[config.mk]
export PLATFORM = sky130hd
export DESIGN_NAME = cir_ctrl
export DESIGN_NICKNAME = d
export VERILOG_FILES = /design/src/sv/cir_pkg.sv /design/src/sv/cir_ctrl.sv
export SDC_FILE = /design/constraint.sdc
export NUM_CORES = 1
export LEC_CHECK = 0
export ABC_AREA = 1
export BUFFER_PORTS_ARGS = -buffer_cell sky130_fd_sc_hd__buf_2
export CAP_MARGIN = 25
export CORE_UTILIZATION = 50
export DETAILED_ROUTE_END_ITERATION = 7
export PLACE_DENSITY_LB_ADDON = 0.25
export SLEW_MARGIN = 20
export SYNTH_ARGS = -nofsm -noshare
export SYNTH_HDL_FRONTEND = slang
export SYNTH_SLANG_ARGS = --single-unit
[constraint.sdc]
create_clock -name clk -period 3.5 [get_ports clk]
set_clock_uncertainty 0.15 [all_clocks]
set_input_delay 0.7 -clock clk [delete_from_list [all_inputs] [get_ports clk]]
set_output_delay 0.7 -clock clk [all_outputs]
set_load 0.05 [all_outputs]
[src/sv/cir_pkg.sv]
// ----------------------------------------------------------------------------
// cir_pkg: shared types and constants for the insertion repair block
// Sizes of the stores, command and status codes, datapath operations and the
// status bundle from the datapath to the controller.
// ----------------------------------------------------------------------------
package cir_pkg;

  localparam int NODE_W        = 6;
  localparam int ROUTE_W       = 4;
  localparam int POS_W         = 5;
  localparam int LEN_W         = 6;
  localparam int TIME_W        = 16;
  localparam int COST_W        = 18;
  localparam int CFG_W         = 5;
  localparam int MAX_NODES     = 64;
  localparam int MAX_ROUTES    = 16;
  localparam int MAX_ROUTE_LEN = 32;

  localparam logic [2:0] CMD_DIST   = 3'd0;
  localparam logic [2:0] CMD_CLIENT = 3'd1;
  localparam logic [2:0] CMD_APPEND = 3'd2;
  localparam logic [2:0] CMD_REPAIR = 3'd3;
  localparam logic [2:0] CMD_READ   = 3'd4;

  localparam logic [1:0] ST_OK     = 2'd0;
  localparam logic [1:0] ST_FORCED = 2'd1;
  localparam logic [1:0] ST_FULL   = 2'd2;
  localparam logic [1:0] ST_BAD    = 2'd3;

  localparam logic signed [COST_W-1:0] NO_FEASIBLE = 18'sd131071;

  typedef enum logic [4:0] {
    OP_NONE, OP_LOAD, OP_DIST_WR, OP_CLIENT_WR, OP_APPEND, OP_READ, OP_READ_CAP,
    OP_BAD, OP_CL_ISSUE, OP_CL_CAP, OP_CL_FIN, OP_ROUTE_INIT, OP_W_ENTRY,
    OP_W_TIM, OP_W_ACC, OP_GAP_INIT, OP_G0, OP_G1, OP_G2, OP_G3, OP_G4, OP_G5,
    OP_G6, OP_NEXT_ROUTE, OP_FIN, OP_FIN_LEN, OP_MV_RD, OP_MV_WR, OP_INS,
    OP_PUBLISH
  } op_t;

  typedef struct packed {
    logic [2:0] cmd;
    logic       len_zero;
    logic       scan_last;
    logic       skip;
    logic       gap_last;
    logic       route_last;
    logic       full;
    logic       mv_more;
  } dp_stat_t;

endpackage

[src/sv/cir_ctrl.sv]
// ----------------------------------------------------------------------------
// cir_ctrl: sequencer of the repair block
// Steps through the command phases and drives one datapath operation a cycle.
// ----------------------------------------------------------------------------
module cir_ctrl (
  input  logic              clk,
  input  logic              rst,
  input  logic              in_valid,
  output logic              in_ready,
  output logic              out_valid,
  input  logic              out_ready,
  input  cir_pkg::dp_stat_t stat,
  output cir_pkg::op_t      op
);

  typedef enum logic [25:0] {
    S_IDLE   = 26'd1 << 0,
    S_EXEC   = 26'd1 << 1,
    S_RDCAP  = 26'd1 << 2,
    S_C1     = 26'd1 << 3,
    S_C2     = 26'd1 << 4,
    S_RSTART = 26'd1 << 5,
    S_W0     = 26'd1 << 6,
    S_W1     = 26'd1 << 7,
    S_W2     = 26'd1 << 8,
    S_WCHK   = 26'd1 << 9,
    S_G0     = 26'd1 << 10,
    S_G1     = 26'd1 << 11,
    S_G2     = 26'd1 << 12,
    S_G3     = 26'd1 << 13,
    S_G4     = 26'd1 << 14,
    S_G5     = 26'd1 << 15,
    S_G6     = 26'd1 << 16,
    S_NEXTR  = 26'd1 << 17,
    S_FIN    = 26'd1 << 18,
    S_FINL   = 26'd1 << 19,
    S_MCHK   = 26'd1 << 20,
    S_M0     = 26'd1 << 21,
    S_M1     = 26'd1 << 22,
    S_M2     = 26'd1 << 23,
    S_DONE   = 26'd1 << 24,
    S_SPARE  = 26'd1 << 25
  } state_t;

  state_t state, state_next;
  logic   publish;

  assign in_ready = (state == S_IDLE);
  assign publish  = (state == S_DONE) && (!out_valid || out_ready);

  always_comb begin
    state_next = state;
    op         = cir_pkg::OP_NONE;
    unique case (state)
      S_IDLE: begin
        if (in_valid) begin
          op         = cir_pkg::OP_LOAD;
          state_next = S_EXEC;
        end
      end
      S_EXEC: begin
        state_next = S_DONE;
        unique case (stat.cmd)
          cir_pkg::CMD_DIST:   op = cir_pkg::OP_DIST_WR;
          cir_pkg::CMD_CLIENT: op = cir_pkg::OP_CLIENT_WR;
          cir_pkg::CMD_APPEND: op = cir_pkg::OP_APPEND;
          cir_pkg::CMD_READ: begin
            op         = cir_pkg::OP_READ;
            state_next = S_RDCAP;
          end
          cir_pkg::CMD_REPAIR: begin
            op         = cir_pkg::OP_CL_ISSUE;
            state_next = S_C1;
          end
          default: op = cir_pkg::OP_BAD;
        endcase
      end
      S_RDCAP: begin
        op         = cir_pkg::OP_READ_CAP;
        state_next = S_DONE;
      end
      S_C1: begin
        op         = cir_pkg::OP_CL_CAP;
        state_next = S_C2;
      end
      S_C2: begin
        op         = cir_pkg::OP_CL_FIN;
        state_next = S_RSTART;
      end
      S_RSTART: begin
        op         = cir_pkg::OP_ROUTE_INIT;
        state_next = stat.len_zero ? S_WCHK : S_W0;
      end
      S_W0: begin
        op         = cir_pkg::OP_W_ENTRY;
        state_next = S_W1;
      end
      S_W1: begin
        op         = cir_pkg::OP_W_TIM;
        state_next = S_W2;
      end
      S_W2: begin
        op         = cir_pkg::OP_W_ACC;
        state_next = stat.scan_last ? S_WCHK : S_W0;
      end
      S_WCHK: begin
        op         = cir_pkg::OP_GAP_INIT;
        state_next = stat.skip ? S_NEXTR : S_G0;
      end
      S_G0: begin
        op         = cir_pkg::OP_G0;
        state_next = S_G1;
      end
      S_G1: begin
        op         = cir_pkg::OP_G1;
        state_next = S_G2;
      end
      S_G2: begin
        op         = cir_pkg::OP_G2;
        state_next = S_G3;
      end
      S_G3: begin
        op         = cir_pkg::OP_G3;
        state_next = S_G4;
      end
      S_G4: begin
        op         = cir_pkg::OP_G4;
        state_next = S_G5;
      end
      S_G5: begin
        op         = cir_pkg::OP_G5;
        state_next = S_G6;
      end
      S_G6: begin
        op         = cir_pkg::OP_G6;
        state_next = stat.gap_last ? S_NEXTR : S_G0;
      end
      S_NEXTR: begin
        op         = cir_pkg::OP_NEXT_ROUTE;
        state_next = stat.route_last ? S_FIN : S_RSTART;
      end
      S_FIN: begin
        op         = cir_pkg::OP_FIN;
        state_next = S_FINL;
      end
      S_FINL: begin
        op         = cir_pkg::OP_FIN_LEN;
        state_next = stat.full ? S_DONE : S_MCHK;
      end
      S_MCHK:  state_next = stat.mv_more ? S_M0 : S_M2;
      S_M0: begin
        op         = cir_pkg::OP_MV_RD;
        state_next = S_M1;
      end
      S_M1: begin
        op         = cir_pkg::OP_MV_WR;
        state_next = S_MCHK;
      end
      S_M2: begin
        op         = cir_pkg::OP_INS;
        state_next = S_DONE;
      end
      S_DONE: begin
        if (publish) begin
          op         = cir_pkg::OP_PUBLISH;
          state_next = S_IDLE;
        end
      end
      default: state_next = S_IDLE;
    endcase
  end

  always_ff @(posedge clk) begin
    if (rst) begin
      state     <= S_IDLE;
      out_valid <= 1'b0;
    end else begin
      state <= state_next;
      if (publish) begin
        out_valid <= 1'b1;
      end else if (out_ready) begin
        out_valid <= 1'b0;
      end
    end
  end

endmodule

# Word level (Yosys, flattened, before mapping)

Cells that the tools add are included.

Add/sub/neg operators: 0
Muxes and demuxes: 17
Div/mod/pow operators: 0
Shift-type cells: 0
Order comparisons: 0
Multipliers: 0
Equality and inequality tests: 31
Bitwise operators: 0
Reduce and logical (&&, ||, !) cells: 7

Operator list:

| kind                                                               | number |
|---|---|
| 26-bit case mux with 24 select lines                               | 1 |
| 5-bit case mux with 24 select lines                                | 1 |
| 26-bit 2-to-1 mux                                                  | 2 |
| 25-bit case mux with 2 select lines                                | 1 |
| 18-bit 2-to-1 mux                                                  | 2 |
| 26-bit by 1-bit == test with 1-bit output (second input constant)  | 1 |
| 26-bit by 10-bit == test with 1-bit output (second input constant) | 1 |
| 26-bit by 11-bit == test with 1-bit output (second input constant) | 1 |
| 26-bit by 12-bit == test with 1-bit output (second input constant) | 1 |
| 26-bit by 13-bit == test with 1-bit output (second input constant) | 1 |
| 26-bit by 14-bit == test with 1-bit output (second input constant) | 1 |
| 26-bit by 15-bit == test with 1-bit output (second input constant) | 1 |
| 26-bit by 16-bit == test with 1-bit output (second input constant) | 1 |
| 26-bit by 17-bit == test with 1-bit output (second input constant) | 1 |
| 26-bit by 18-bit == test with 1-bit output (second input constant) | 1 |
| 26-bit by 19-bit == test with 1-bit output (second input constant) | 1 |
| 26-bit by 2-bit == test with 1-bit output (second input constant)  | 1 |
| 26-bit by 20-bit == test with 1-bit output (second input constant) | 1 |
| 26-bit by 21-bit == test with 1-bit output (second input constant) | 1 |
| 26-bit by 22-bit == test with 1-bit output (second input constant) | 1 |
| 26-bit by 23-bit == test with 1-bit output (second input constant) | 1 |
| 26-bit by 24-bit == test with 1-bit output (second input constant) | 1 |
| 26-bit by 25-bit == test with 1-bit output (second input constant) | 1 |
| 26-bit by 3-bit == test with 1-bit output (second input constant)  | 1 |
| 24 further kinds                                                   | 29 |

Bits in registers: 27
Latch bits: 0
Output and inout bits: 7
Memories kept: 0
Input port bits: 14
ROM bits: 0
RAM bits: 0
Word-level logic and storage cells: 57

# Logic depth before layout (Yosys ltp)

Depth in word-level cells: 5
Depth in mapped cells: 12
Gate-level depth less buffers: 12

# Worst setup path before layout

No wires, ideal clock.

Path kind: reg-to-output
Start: reg state[12]
End: out op[0]
Data required time: 2.650 ns
Buffers on the path: 0
Path slack: 0.920 ns
Arrival time: 1.730 ns
Stages on the path, launching flop included: 9
Cells stage by stage: dfxtp_1 > nor2_2 > nand2_1 > nor2_4 > nand3_2 > nor2_4 > nand2_1 > o21ai_0 > nand3b_1

Elaborated cells on any way between the ends: 27
Those cells by class: eq/ne (24); mux (2); reduce/logical (1)

RTL lines:

| what                                      | line            | source |
|---|---|---|
| from (decl)                               | cir_ctrl.sv:45  | `state_t state, state_next;` |
| from (signal assigned)                    | cir_ctrl.sv:178 | `state <= state_next;` |
| 26-bit by 1-bit == test with 1-bit output | n/a             |  |
| via in_ready                              | cir_ctrl.sv:9   | `output logic in_ready,` |
| 5-bit case mux with 24 select lines       | cir_ctrl.sv:54  | `unique case (state)` |
| to (decl)                                 | cir_ctrl.sv:13  | `output cir_pkg::op_t op` |

The timed path passes the listed nets, and every way through them passes these cells.

# Worst setup path in the final report

Start: reg state[18]
End: out op[0]

Longest elaborated chain between the ends: 4
Elaborated cells on any way between the ends: 27
Those cells by class: eq/ne (24); mux (2); reduce/logical (1)

Ends and longest elaborated chain:

| what                                       | line                           | source |
|---|---|---|
| 26-bit by 25-bit == test with 1-bit output | cir_ctrl.sv:49, cir_ctrl.sv:54 |  |
| 1-bit logical AND                          | cir_ctrl.sv:49                 | `assign publish = (state == S_DONE) && (!out_valid \|\| out_ready);` |
| 5-bit 2-to-1 mux                           | cir_ctrl.sv:164                | `if (publish) begin` |
| 5-bit case mux with 24 select lines *      | cir_ctrl.sv:54                 |  |

Mark *: on every way between the ends. The rest lies on a longest branch, timed or not.

==> results.ini <==
[cells_and_area]
nets = 343
drive_gt1_share_pct = 12.8
stdcell_count = 374
num_antenna_cells = 0
stdcell_area_um2 = 1990
post-route-util_pct = 58.6
num-fill-cells = 334
area_growth_syn_to_layout_pct = 9.74

[route]
num_vias = 1849
post-route-drc-count = 0
postRouteAntennaNets = 0
drtPass1Iterations = 4
drt_iter0_markers = 73
routedWlPerCell_um = 10.9
avgViaCountPerCell = 4.94
wl_um = 4060

[yosys]
ys_async_sr_fraction_pct = 0
yosys_warnings = 0
synth_area_leaders = dfxtp_1 29%, nor2_1 15%, nand2_1 15%
syn-cell-area_um2 = 1810
netlist_instances = 308
yosysTopAreaCell = dfxtp_1
syn_avg_cell_area_um2 = 5.88
yosysSeqAreaShare_pct = 28.7
synth-seq-cells = 26
synth.net_count = 322
yosys_most_used_dff = dfxtp_1
ys_types = 28
synth_top_cell_area_share_pct = 28.7
synth_edf_count = 0

[place]
dp_hpwl_um = 3310
numPortBuffers = 20
post-place-ws_ps = 649
gp_congestion = 0.950
postPlaceCellArea_um2 = 1930
placed_cells = 370

[global_route]
first_global_vias = 1690
grt_overflow = 0
antenna_found_initial = 0
grt_pass1_wl_um = 7260
track_usage_pct = 23.1
grt_max_degree = 20

[floorplanning]
die_h_um = 62.2
core_um2 = 3390
chipWidth_um = 62.2
start_util_pct = 53.4
rows = 21
io_pins = 21
die_area_um2 = 3870

[timing]
hold_slack_ps = 379
fmax_ghz = 0.304
fin_crit_sh_pct = 94.1
tightest_slew_ps = 683
tns_ps = 0
slew_viol_final = 0
finalSetupViolCount = 0
timing.final.ws_setup_ps = 207
rsz0062_at_grt = false
final.min_clock_period_ps = 3290
finalHoldViolCount = 0
max_slew_margin_pct = 54.3

[clocking]
clk_latency_ps = 320
clock_sinks = 26
root_buffer = clkbuf_4
cts_htree_levels = 1
post_cts_buffers = 0
clock_path_buffers = 2
cts.hold.buffers_added = 0
clk_pin_slew_ps = 140
cts_tree = done
cts_buffers = 3
cts_resized = 0

[worst_setup_path]
critPathCaptureType = primary output
crit_path_cell_trace = nor2_1, nand2_2, nor3_4, nand2_2, o21ai_0, nand3b_1, buf_2
cp_slowest_cell = nor3_4
timing_worst_setup_path_type = flip-flop to primary output
cpPeakStageDelay_ps = 540
cp_common_cell = nand2_2
critPathLaunchType = flip-flop
critPathMaxFanout = 19
arrival_ps = 2440
crit_required_ps = 2650

[worst_hold_path]
hp-class = input pin to flip-flop

[power]
p_per_area_nw_per_um2 = 550
total_power_mw = 1.09
cellLeakagePower_nw = 1.01
ir_drop_v = 0.000430

[job]
maxCapViolCount = 0

[outcome]
status = finished clean

[state kept, by name, indices dropped and copies added (netlist names)]
name       flops
out_valid      1
state         25
[worst max-delay path, delay by kind of cell (launching register included)]
| family | cells | cell delay, ps |
|---|---|---|
| and+or+nand+nor | 5 | 1200 |
| DFF | 1 | 340 |
| AOI/OAI and AO/OA | 1 | 300 |
| buffers and inverters | 1 | 270 |
[routing by layer]
layer / track usage (%) / vias up / wire, µm
met5: 0 / - / 0
met4: 6.98 / 0 / 42
met3: 3.13 / 5 / 178
met2: 39.3 / 44 / 1840
met1: 30.2 / 792 / 2000
li1: - / 1008 / -
[power by group]
group	internal [mW]	switching, mW	total (mW)
sequential	0.319	0.0173	0.336
clock	0.116	0.0906	0.206
combinational	0.140	0.409	0.549
total	0.575	0.517	1.09
[path summary, 6_finish.rpt]
kind / end / slack (ps) / startpoint / cells after the start
min: state[23]$_SDFFE_PP0P_ / 380 / stat[0] / 2
max: op[0] / 210 / state[18]$_SDFFE_PP0P_ / 7
min reg2reg: out_valid$_SDFFE_PP0P_ / 430 / out_valid$_SDFFE_PP0P_ / 4
max reg2reg: state[0]$_SDFFE_PP1P_ / 1350 / state[18]$_SDFFE_PP0P_ / 10
[Yosys cell counts (2+ instances only)]
master    instances
nor2_1           71
nand2_1          70
inv_1            49
dfxtp_1          26
nand3_1          17
nand4_1          15
nor3_1           12
a21oi_1           8
nand2_2           7
nand3b_1          5
nor2_4            4
o21ai_0           3
a31oi_1           2
and2_1            2
buf_6             2
nor2_2            2
nor3b_1           2
[final cells by class]
type	instances	area, µm²	area share, %
Clock buffer	3	22.5	1.13
Clock inverter	1	30.0	1.51
Inverter	51	191	9.63
Multi-Input combinational cell	227	1060	53.6
Sequential cell	26	520	26.2
Tap cell	46	57.6	2.90
Timing Repair Buffer	20	100	5.04
[placed cells by master, fill, tap and decap left out, drive strengths merged]
| master | count |
|---|---|
| nand2 | 78 |
| nor2 | 77 |
| inv | 50 |
| dfxtp | 26 |
| buf | 20 |
| nand3 | 18 |
| nand4 | 15 |
| nor3 | 13 |
| a21oi | 8 |
| nand3b | 5 |
| o21ai | 4 |
| clkbuf | 3 |
| and2 | 2 |
| nor3b | 2 |
| a31oi | 2 |
| o22ai | 1 |
| o211ai | 1 |
| or2 | 1 |
| clkinv | 1 |
| bufinv | 1 |
[cell families (layout without fill, tap and decap cells)]
group                  count (synthesis)  in the layout  synth area share [%]
AOI/OAI and AO/OA                     16             16                  4.77
buffers and inverters                 55             75                  12.4
DFF                                   26             26                  28.7
and+or+nand+nor                      211            211                  54.0
No activity file was read; power rests on OpenSTA's default activity.
